File: src/rtl/ps2mpt_pkg.sv
`default_nettype none
package ps2mpt_pkg;

	localparam int unsigned BYTE_W = 8;
	localparam int unsigned SIZE_W = 13;
	localparam int unsigned POS_W = 12;
	localparam int unsigned IDX_W = 2;
	localparam int unsigned CFG_IDX_W = 2;

	localparam logic [CFG_IDX_W-1:0] REG_WHEEL_MODE = 2'd0;
	localparam logic [CFG_IDX_W-1:0] REG_SCREEN_WIDTH = 2'd1;
	localparam logic [CFG_IDX_W-1:0] REG_SCREEN_HEIGHT = 2'd2;

	localparam logic [SIZE_W-1:0] WIDTH_RESET = 13'd1024;
	localparam logic [SIZE_W-1:0] HEIGHT_RESET = 13'd768;

	// byte 0 flag bits
	localparam int unsigned B0_LEFT = 0;
	localparam int unsigned B0_RIGHT = 1;
	localparam int unsigned B0_MIDDLE = 2;
	localparam int unsigned B0_SYNC = 3;
	localparam int unsigned B0_X_OVF = 6;
	localparam int unsigned B0_Y_OVF = 7;

	localparam logic [IDX_W-1:0] IDX_FIRST = 2'd0;
	localparam logic [IDX_W-1:0] IDX_THIRD = 2'd2;
	localparam logic [IDX_W-1:0] IDX_LAST_STD = 2'd2;
	localparam logic [IDX_W-1:0] IDX_LAST_WHEEL = 2'd3;

	typedef struct packed {
		logic               wheel_mode;
		logic [SIZE_W-1:0]  screen_width;
		logic [SIZE_W-1:0]  screen_height;
	} cfg_t;

	typedef struct packed {
		logic              changed;
		logic              moving;
		logic              button_middle;
		logic              button_right;
		logic              button_left;
		logic [POS_W-1:0]  pos_y;
		logic [POS_W-1:0]  pos_x;
	} result_t;

	typedef struct packed {
		logic              take;
		logic              store;
		logic              complete;
		logic [IDX_W-1:0]  next_idx;
	} step_ctl_t;

endpackage
`default_nettype wire

File: src/rtl/ps2mpt_cfg.sv
`default_nettype none
module ps2mpt_cfg (
	input  wire logic                              clk,
	input  wire logic                              arst_n,
	input  wire logic                              wr_en,
	input  wire logic [ps2mpt_pkg::CFG_IDX_W-1:0]  wr_index,
	input  wire logic [ps2mpt_pkg::SIZE_W-1:0]     wr_data,
	output ps2mpt_pkg::cfg_t                       cfg
);

	ps2mpt_pkg::cfg_t cfg_q;

	always_ff @(posedge clk or negedge arst_n) begin
		if (!arst_n) begin
			cfg_q.wheel_mode <= 1'b0;
			cfg_q.screen_width <= ps2mpt_pkg::WIDTH_RESET;
			cfg_q.screen_height <= ps2mpt_pkg::HEIGHT_RESET;
		end else if (wr_en) begin
			unique case (wr_index)
				ps2mpt_pkg::REG_WHEEL_MODE: cfg_q.wheel_mode <= wr_data[0];
				ps2mpt_pkg::REG_SCREEN_WIDTH: cfg_q.screen_width <= wr_data;
				ps2mpt_pkg::REG_SCREEN_HEIGHT: cfg_q.screen_height <= wr_data;
				default: ;
			endcase
		end
	end

	assign cfg = cfg_q;

endmodule
`default_nettype wire

File: src/rtl/ps2mpt_step.sv
`default_nettype none
module ps2mpt_step #(
	parameter int unsigned COORD_BITS = 12
) (
	input  wire logic [ps2mpt_pkg::BYTE_W-1:0]  mouse_byte,
	input  wire logic [ps2mpt_pkg::IDX_W-1:0]   byte_idx,
	input  wire logic [ps2mpt_pkg::BYTE_W-1:0]  pkt0,
	input  wire logic [ps2mpt_pkg::BYTE_W-1:0]  pkt1,
	input  wire logic [ps2mpt_pkg::BYTE_W-1:0]  pkt2,
	input  ps2mpt_pkg::cfg_t                    cfg,
	input  wire logic [COORD_BITS-1:0]          cursor_x,
	input  wire logic [COORD_BITS-1:0]          cursor_y,
	input  wire logic                           last_left,
	input  wire logic                           last_right,
	output ps2mpt_pkg::step_ctl_t               ctl,
	output logic [COORD_BITS-1:0]               next_x,
	output logic [COORD_BITS-1:0]               next_y,
	output ps2mpt_pkg::result_t                 result
);

	localparam int unsigned WW =
		((COORD_BITS > ps2mpt_pkg::SIZE_W) ? COORD_BITS : ps2mpt_pkg::SIZE_W) + 2;
	localparam logic [WW-1:0] CMAX = WW'((1 << COORD_BITS) - 1);

	logic [ps2mpt_pkg::BYTE_W-1:0] b2;
	logic [ps2mpt_pkg::IDX_W-1:0] last_idx;
	logic [WW-1:0] dx, dy, vx, vy, lim_x, lim_y;
	logic left, right;

	function automatic logic [WW-1:0] limit_of(input logic [ps2mpt_pkg::SIZE_W-1:0] size);
		logic [WW-1:0] sm1;
		sm1 = WW'(size) - WW'(1);
		if (size == '0)
			return '0;
		else if (sm1 > CMAX)
			return CMAX;
		else
			return sm1;
	endfunction

	function automatic logic [COORD_BITS-1:0] clamp(input logic [WW-1:0] v,
			input logic [WW-1:0] hi);
		if (v[WW-1])
			return '0;
		else if (v > hi)
			return hi[COORD_BITS-1:0];
		else
			return v[COORD_BITS-1:0];
	endfunction

	always_comb begin
		last_idx = cfg.wheel_mode ? ps2mpt_pkg::IDX_LAST_WHEEL : ps2mpt_pkg::IDX_LAST_STD;
		ctl.take = (byte_idx != ps2mpt_pkg::IDX_FIRST) || mouse_byte[ps2mpt_pkg::B0_SYNC];
		ctl.store = ctl.take && (byte_idx != ps2mpt_pkg::IDX_LAST_WHEEL);
		// a mode change mid-packet may leave the index past the short size
		ctl.complete = ctl.take && (byte_idx >= last_idx);
		// a dropped word leaves the index where it is
		ctl.next_idx = !ctl.take ? byte_idx :
			(ctl.complete ? ps2mpt_pkg::IDX_FIRST : byte_idx + 2'd1);

		b2 = (byte_idx == ps2mpt_pkg::IDX_THIRD) ? mouse_byte : pkt2;
		dx = pkt0[ps2mpt_pkg::B0_X_OVF] ? '0 : {{(WW-8){pkt1[7]}}, pkt1};
		dy = pkt0[ps2mpt_pkg::B0_Y_OVF] ? '0 : {{(WW-8){b2[7]}}, b2};
		vx = {{(WW-COORD_BITS){1'b0}}, cursor_x} + dx;
		vy = {{(WW-COORD_BITS){1'b0}}, cursor_y} - dy;
		lim_x = limit_of(cfg.screen_width);
		lim_y = limit_of(cfg.screen_height);
		next_x = clamp(vx, lim_x);
		next_y = clamp(vy, lim_y);

		left = pkt0[ps2mpt_pkg::B0_LEFT];
		right = pkt0[ps2mpt_pkg::B0_RIGHT];
		result.pos_x = ps2mpt_pkg::POS_W'(next_x);
		result.pos_y = ps2mpt_pkg::POS_W'(next_y);
		result.button_left = left;
		result.button_right = right;
		result.button_middle = pkt0[ps2mpt_pkg::B0_MIDDLE];
		result.moving = (dx != '0) || (dy != '0);
		result.changed = result.moving || (left != last_left) || (right != last_right);
	end

endmodule
`default_nettype wire

File: src/rtl/ps2_mouse_packet_tracker_core.sv
// A byte that completes a packet is registered in the input stage, then its result in res_q.
// Throughput: one byte per cycle; the input register and result register decouple the two
// sides, so a stalled result blocks input only once the input stage holds a packet's last byte.
// Reset (arst_n low, asynchronous): packet index, cursor, last buttons and both
// valid flags clear; config returns to 3-byte packets, 1024 x 768.
`default_nettype none
module ps2_mouse_packet_tracker_core #(
	parameter int unsigned COORD_BITS = 12
) (
	input  wire logic         clk,
	input  wire logic         arst_n,
	input  wire logic         s_axis_tvalid,
	output logic              s_axis_tready,
	input  wire logic [7:0]   s_axis_tdata,   // [7:0] mouse_byte
	output logic              m_axis_tvalid,
	input  wire logic         m_axis_tready,
	// [11:0] pos_x, [23:12] pos_y, [24] button_left, [25] button_right,
	// [26] button_middle, [27] moving, [28] changed, [31:29] zero
	output logic [31:0]       m_axis_tdata,
	input  wire logic         cfg_valid,
	output logic              cfg_ready,
	input  wire logic [1:0]   cfg_index,
	input  wire logic [12:0]  cfg_data
);

	ps2mpt_pkg::cfg_t cfg;
	ps2mpt_pkg::step_ctl_t ctl;
	ps2mpt_pkg::result_t res, res_q;

	logic s1_valid_s1;
	logic [ps2mpt_pkg::BYTE_W-1:0] byte_s1;
	logic [ps2mpt_pkg::IDX_W-1:0] byte_idx_q;
	logic [ps2mpt_pkg::BYTE_W-1:0] pkt0_q, pkt1_q, pkt2_q;
	logic [COORD_BITS-1:0] cursor_x_q, cursor_y_q, next_x, next_y;
	logic last_left_q, last_right_q;
	logic out_valid_q;
	logic s1_go;

	assign cfg_ready = 1'b1;

	ps2mpt_cfg u_cfg (
		.clk      (clk),
		.arst_n   (arst_n),
		.wr_en    (cfg_valid),
		.wr_index (cfg_index),
		.wr_data  (cfg_data),
		.cfg      (cfg)
	);

	ps2mpt_step #(
		.COORD_BITS (COORD_BITS)
	) u_step (
		.mouse_byte (byte_s1),
		.byte_idx   (byte_idx_q),
		.pkt0       (pkt0_q),
		.pkt1       (pkt1_q),
		.pkt2       (pkt2_q),
		.cfg        (cfg),
		.cursor_x   (cursor_x_q),
		.cursor_y   (cursor_y_q),
		.last_left  (last_left_q),
		.last_right (last_right_q),
		.ctl        (ctl),
		.next_x     (next_x),
		.next_y     (next_y),
		.result     (res)
	);

	assign s1_go = s1_valid_s1 && (!ctl.complete || !out_valid_q || m_axis_tready);
	assign s_axis_tready = !s1_valid_s1 || s1_go;

	always_ff @(posedge clk or negedge arst_n) begin
		if (!arst_n) begin
			s1_valid_s1 <= 1'b0;
			out_valid_q <= 1'b0;
			byte_idx_q <= '0;
			cursor_x_q <= '0;
			cursor_y_q <= '0;
			last_left_q <= 1'b0;
			last_right_q <= 1'b0;
		end else begin
			if (s_axis_tready)
				s1_valid_s1 <= s_axis_tvalid;
			if (s1_go && ctl.complete)
				out_valid_q <= 1'b1;
			else if (m_axis_tready)
				out_valid_q <= 1'b0;
			if (s1_go) begin
				byte_idx_q <= ctl.next_idx;
				if (ctl.complete) begin
					cursor_x_q <= next_x;
					cursor_y_q <= next_y;
					last_left_q <= res.button_left;
					last_right_q <= res.button_right;
				end
			end
		end
	end

	always_ff @(posedge clk) begin
		if (s_axis_tready && s_axis_tvalid)
			byte_s1 <= s_axis_tdata;
		if (s1_go && ctl.store) begin
			unique case (byte_idx_q)
				2'd0: pkt0_q <= byte_s1;
				2'd1: pkt1_q <= byte_s1;
				2'd2: pkt2_q <= byte_s1;
				default: ;
			endcase
		end
		if (s1_go && ctl.complete)
			res_q <= res;
	end

	assign m_axis_tvalid = out_valid_q;
	assign m_axis_tdata = {3'b000, res_q};

`ifndef SYNTH
	a_ready_when_empty: assert property (@(posedge clk) disable iff (!arst_n)
		!s1_valid_s1 |-> s_axis_tready)
		else $error("input stage empty but not ready");

	a_result_from_stage: assert property (@(posedge clk) disable iff (!arst_n)
		$rose(out_valid_q) |-> $past(s1_valid_s1))
		else $error("result appeared without a byte in the input stage");

	a_cursor_hold: assert property (@(posedge clk) disable iff (!arst_n)
		!(s1_go && ctl.complete) |=> ($stable(cursor_x_q) && $stable(cursor_y_q)))
		else $error("cursor moved without a completed packet");

	a_idx_reset_on_done: assert property (@(posedge clk) disable iff (!arst_n)
		(s1_go && ctl.complete) |=> (byte_idx_q == ps2mpt_pkg::IDX_FIRST))
		else $error("packet index not cleared after a packet");
`endif

endmodule
`default_nettype wire

File: config.mk
export PLATFORM = sky130hd
export DESIGN_NAME = ps2_mouse_packet_tracker_core
export DESIGN_NICKNAME = d
export VERILOG_FILES = /design/src/rtl/ps2mpt_pkg.sv /design/src/rtl/ps2mpt_cfg.sv /design/src/rtl/ps2mpt_step.sv /design/src/rtl/ps2_mouse_packet_tracker_core.sv
export SDC_FILE = /design/constraint.sdc
export NUM_CORES = 1
export LEC_CHECK = 0
export BUFFER_PORTS_ARGS = -buffer_cell sky130_fd_sc_hd__buf_2
export CORE_MARGIN = 1.5
export CORE_UTILIZATION = 44
export DETAILED_ROUTE_END_ITERATION = 16
export PLACE_DENSITY = 0.69
export SLEW_MARGIN = 0
export SYNTH_ARGS = -nofsm -noshare
export SYNTH_HDL_FRONTEND = slang
export SYNTH_SLANG_ARGS = --single-unit
File: constraint.sdc
create_clock -name clk -period 8.75 [get_ports clk]
set_input_delay 0 -clock clk [delete_from_list [all_inputs] [get_ports clk]]
set_output_delay 0 -clock clk [all_outputs]
set_load 0.01 [all_outputs]
# Word level (Yosys, flattened, before mapping)
# Cells that the tools add are included.
[classes] muxes=15 order_cmp=5 reduce_logical=31 add_sub_neg=5 eq_ne=7
[op_table] cell="$mux 15" n=6
[op_table] cell="$mux 12" n=4
[op_table] cell="$gt 15x12->1 const B" n=2
[op_table] cell="$gt 15x15->1" n=2
[op_table] cell="$reduce_bool 15->1" n=2
[op_table] cell="$sub 13x1->14 const B" n=2
[op_table] cell="$logic_not 13->1" n=2
[op_table] cell="$add 12x15->15" n=1
[op_table] cell="$sub 12x15->15" n=1
[op_table] cell="$reduce_and 2->1" n=7
[op_table] cell="$mux 8" n=1
[op_table] cell="$logic_or 1x1->1" n=7
[op_table] cell="$logic_and 1x1->1" n=6
[op_table] cell="$eq 2x1->1 const B" n=2
[op_table] cell="$eq 2x2->1 const B" n=2
[op_table] cell="$logic_not 2->1" n=2
[op_table] cell="$reduce_bool 2->1" n=2
[op_table] cell="$logic_not 1->1" n=3
[op_table] cell="$mux 1" n=3
[op_table] cell="$add 2x1->2 const B" n=1
[op_table] cell="$ge 2x2->1" n=1
[op_table] cell="$mux 2" n=1
[op_table] cell="$ne 1x1->1" n=2
[op_table] cell="$ne 2x2->1 const B" n=1
[totals] register_bits=118 output_inout_bits=35

# Depth between registers and ports, before layout
[depth] depth_word=9 ltp_mapped=23

# Cells and area by module
# From an unflattened synthesis, not the netlist that was laid out.
[hier_totals] hier_cells=729 hier_area_um2=7843.8
[modules_own_cells] module="ps2mpt_step" seq_area_each_um2=0.0 area_each_um2=3579.7 cells_each=528 n_inst=1
[modules_own_cells] module="ps2_mouse_packet_tracker_core" seq_area_each_um2=2582.5 area_each_um2=3135.5 cells_each=142 n_inst=1
[modules_own_cells] module="ps2mpt_cfg" seq_area_each_um2=679.4 area_each_um2=1128.6 cells_each=59 n_inst=1

# Worst setup path before layout
# OpenSTA, ideal clock, no wires.
[synth_path] path_type="flip-flop to flip-flop" startpoint="register byte_idx_q[0] (netlist name)" endpoint="register cursor_y_q[0]" setup_time_ps=110 synth_period_minus_slack_ps=5324 path_stages_with_launch=22 setup_slack_ps=3426 t_required_ps=8640 arrival_time_ps=5214 n_path_buf=3 path_cell_list="dfrtp_1 -> inv_1 -> ha_1 -> clkbuf_1 -> mux2i_1 -> or2_2 -> fa_1 -> a21o_1 -> a221oi_1 -> o21ai_0 -> a21oi_1 -> nor2_1 -> nor3_1 -> clkbuf_1 -> ha_1 -> and4_1 -> nand2_1 -> or2_2 -> buf_1 -> nand2_1 -> and2_1 -> o41ai_1"
[synth_between] elab_chain_len=8 word_cells_on_any_way=16
[synth_rtl] item="start: declaration" line_no="ps2_mouse_packet_tracker_core.sv:32" source="logic [ps2mpt_pkg::IDX_W-1:0] byte_idx_q;"
[synth_rtl] item="start signal: assignment" line_no="ps2_mouse_packet_tracker_core.sv:89" source="byte_idx_q <= ctl.next_idx;"
[synth_rtl] item="parallel branches: the longest is 8 deep, another holds $sub 12x15->15"
[synth_rtl] item="end signal: assignment" line_no="ps2_mouse_packet_tracker_core.sv:92" source="cursor_y_q <= next_y;"
[synth_rtl] item="end: declaration" line_no="ps2_mouse_packet_tracker_core.sv:34" source="logic [COORD_BITS-1:0] cursor_x_q, cursor_y_q, next_x, next_y;"
# Parallel ways; which one is timed is not known.
# A chain may end at the register's enable or synchronous reset.

# Worst setup path after layout
[layout_path] startpoint="register pkt0_q[6] (netlist name)" endpoint="register res_q (netlist bit m_axis_tdata[9]), data pin"
[layout_between] elab_chain_len=5
[layout_rtl] item="start: declaration" line_no="ps2_mouse_packet_tracker_core.sv:33" source="logic [ps2mpt_pkg::BYTE_W-1:0] pkt0_q, pkt1_q, pkt2_q;"
[layout_rtl] item="start signal: assignment" line_no="ps2_mouse_packet_tracker_core.sv:105" source="2'd0: pkt0_q <= byte_s1;"
[layout_rtl] item="$mux 15 (*)" line_no="ps2mpt_step.sv:62" source="dx = pkt0[ps2mpt_pkg::B0_X_OVF] ? '0 : {{(WW-8){pkt1[7]}}, pkt1};"
[layout_rtl] item="$add 12x15->15 (*)" line_no="ps2mpt_step.sv:64" source="vx = {{(WW-COORD_BITS){1'b0}}, cursor_x} + dx;"
[layout_rtl] item="$gt 15x15->1" line_no="ps2mpt_step.sv:45" source="else if (v > hi)"
[layout_rtl] item="$mux 12" line_no="ps2mpt_step.sv:45"
[layout_rtl] item="$mux 12 (*)" line_no="ps2mpt_step.sv:43" source="if (v[WW-1])"
[layout_rtl] item="via next_x[9]" line_no="ps2_mouse_packet_tracker_core.sv:34"
[layout_rtl] item="end signal: assignment" line_no="ps2_mouse_packet_tracker_core.sv:112" source="res_q <= res;"
[layout_rtl] item="end: declaration" line_no="ps2_mouse_packet_tracker_core.sv:28" source="ps2mpt_pkg::result_t res, res_q;"
# The timed path passes the listed nets; every way through them passes the cells marked *.

==> results by group <==
Logic synthesis
  • Synth area leaders: edfxtp_1, dfrtp_1, ha_1
  • Yosys warning count: 0
  • Post-synth ARST share: between 40 and 50%
  • FF+latch count, synth: 115
  • Mapped Area: 0.00745 mm^2
  • Post-synth EDFFs: 58
  • Yosys top cell area share: 23.4%
  • Synth cell count leaders: ha_1, edfxtp_1, nand2_1
  • Main synth FF type: edfxtp_1
  • Synth Instances: about 720
  • Most frequent cell after synthesis: ha_1
  • Seq/Total Area, Yosys: 42.6%
  • Syn avg cell area: 10.4 um^2
  • Synth area leader: edfxtp_1
  • Netlist cell types: 75

Timing
  • Clock skew: 0.0112 ns
  • Setup-failing EPs final: 0
  • Highest Clock Rate: roughly 170 MHz
  • Slew margin rel.: 31.7%
  • RSZ-0062 raised after global routing: false
  • Fin Hold WS: 0.291 ns
  • Fin. Hold Viols: 0
  • Final-report max-slew violation count: 0
  • Worst Max-Slew Pin Slew: 1.02 ns
  • Crit path time final: 5.75 ns
  • Setup TNS: 0 ns
  • Final Cycle Share: 65.7%

Detailed routing
  • Drt drc: 0
  • Post-Route WL: 16800 um
  • M1 WL: between 7000 and 8000 um
  • DR vias/cell: 5.44
  • DRT antenna net count: 0
  • Met2 WL: 8240 um
  • Via count: 5647
  • Routed wl met3: 627 um
  • Routed len/inst: 16.2 um
  • DR iter-0 viols: ~320
  • Top sig layer: met4
  • First-pass DRT Iterations: 5

Power and ir drop
  • Static Leak: 3.85 nW
  • Pwr Density: approximately 360 mW/mm^2
  • Worst vdd ir: 0.191 mV
  • Overall power: 0.00317 W

Placed design
  • Placer Congestion: 0.852
  • PortBufs: 58
  • Detailed Place HPWL: 12000 um
  • Area post-placement: 0.00796 mm^2
  • Dpl cells: 982

Clocking
  • CTS buffer count: 17
  • H-Tree Level Count: 4
  • Post-CTS sizing: 0
  • Worst-Skew Late Latency: 0.42 ns
  • CTS tree: built
  • Worst-path clk slew: 0.06 ns
  • Root buffer selected by CTS: clkbuf_16
  • Clock Sinks: approximately 120
  • Clk buf depth: 2

GRT
  • Pin count of the biggest net entering global routing: 58
  • Initial antenna violation count: 0
  • Vias in the first global route: 5496
  • Global-route wire length before repair: 28200 um
  • Total gr overflow: 0
  • GRT Overall Usage: 20.3%

Critical path
  • Setup crit start: pkt0_q[6]
  • CP max FO: 12
  • Critical Path End Type: flop
  • Critical path type: reg2reg
  • Req. time, crit path: 8.92 ns
  • Reg2reg start: pkt0_q[6]
  • Worst Path Arrival: approximately 6 ns
  • CP startpoint kind: flop

Finish
  • FILL cells: 1493
  • Post-route cell area: 0.00879 mm^2
  • Share of cells above drive strength 1: 19.4%
  • Diodes inserted: 0
  • Register area: 0.00317 mm^2
  • Multi-input logic area: 0.00401 mm^2
  • Area Overhead vs Synth: 18.0%
  • Final nets: 899
  • Post-Layout Cell Count: approximately 1000

Die
  • Std cell rows: 47
  • Die extent in x: 133 um
  • Starting density of the core: 44.9%
  • Die Area: 0.0177 mm^2
  • Core Region: around 0.017 mm^2
  • Top Ports: 63
  • Chip height: roughly 130 um

Run status
  • Status: finished clean

Flow run
  • Max Cap Viol: 0

Worst hold path
  • Hold Crit Class: in2async
==> kinds of logic after synthesis <==
kind of cell / count (synthesis) / synth area share [%]
other: 2 / 0.101
multiplexers: 52 / 7.44
adder cells (fa/ha/maj): 65 / 11.1
AND/OR/NAND/NOR: 225 / 15.7
flip-flops: 115 / 42.6
XOR/XNOR: 36 / 4.23
buffers and inverters: 72 / 4.01
AO/OA/AOI/OAI: 151 / 14.8
==> per-stage QoR <==
stage	utilization, %	setup slack (ns)
final	53.0	3.00
after global routing	53.0	2.60
after CTS	53.0	3.00
after detailed placement	48.0	3.06
after global placement	48.0	3.29
after floorplan	-	3.43
==> worst max-delay path: stages, from the launching register on <==
cell and delay, ns:
edfxtp_1 0.48, nor2b_1 0.83, ha_1 0.44, a21o_1 0.23, o41ai_2 0.43, o211ai_1 0.22, a2111oi_0 0.49, ha_1 0.37
and4_1 0.20, a21boi_0 0.12, o21ai_0 0.15, or4bb_1 0.50, nand2_1 0.62, mux2i_1 0.36, nor2_1 0.06
==> report_power, final <==
group | total [W] | switching, W | internal [W]
registers | 0.000879 | 0.000109 | 0.000770
clock network | 0.000675 | 0.000247 | 0.000427
logic | 0.00162 | 0.000951 | 0.000666
==> layout make-up <==
cell class                 instances  area share [%]
clock inverter                     7           0.456
tap                              220            3.13
multi-input combinational        539            45.7
clock buffer                      25            6.15
sequential                       115            36.1
timing repair buffer              88            6.58
inverter                          45            1.92
==> layer usage <==
layer,GRT usage [%],up-vias
met5,0,-
met1,26.0,2736
met3,4.41,21
met4,6.76,0
li1,-,2802
met2,34.3,88
==> repair_timing <==
item,4_1_cts,5_1_grt
setup buffers,0,0
hold buffers,25,0
hold endpoints to repair,91,0
==> flip-flops by register name, indices dropped and copies added, names as in the netlist <==
| register | flops |
|---|---|
| m_axis_tdata | 29 |
| s1_valid_s1 | 1 |
| last_left_q | 1 |
| pkt1_q | 8 |
| pkt0_q | 5 |
| last_right_q | 1 |
| pkt2_q | 8 |
| cursor_x_q | 12 |
| m_axis_tvalid | 1 |
| byte_idx_q | 2 |
| byte_s1 | 8 |
| u_cfg.cfg | 27 |
| cursor_y_q | 12 |
==> layout by cell type (no fill, tap or decap), types with 6 or more instances in the layout <==
master         instances
ha_1                  63
nand2_1               58
edfxtp_1              58
buf_2                 58
dfrtp_1               54
nor2_1                52
inv_1                 45
a21oi_1               39
mux2_2                27
mux2i_1               25
o21ai_0               25
dlygate4sd3_1         25
clkbuf_16             21
xor2_1                19
nor3_1                17
xnor2_1               17
o31ai_1               16
or2_2                 12
nor2b_1               12
conb_1                10
nand2b_1               9
a21o_1                 9
nand3_1                9
nor4_1                 8
or3_1                  7
o21bai_1               6
nand3b_1               6
==> worst paths after layout <==
kind,depth (start not counted),endpoint,slack (ns)
min in group clk,2,byte_s1[7],0.30
setup / recovery,14,m_axis_tdata[9],3.00
hold / removal,3,cursor_x_q[10],0.29
max in group asynchronous,3,cursor_y_q[11],7.95
hold reg to reg,0,m_axis_tdata[26],0.42
setup reg to reg,14,m_axis_tdata[9],3.00
Note: power is estimated with default switching activity, not from simulation.
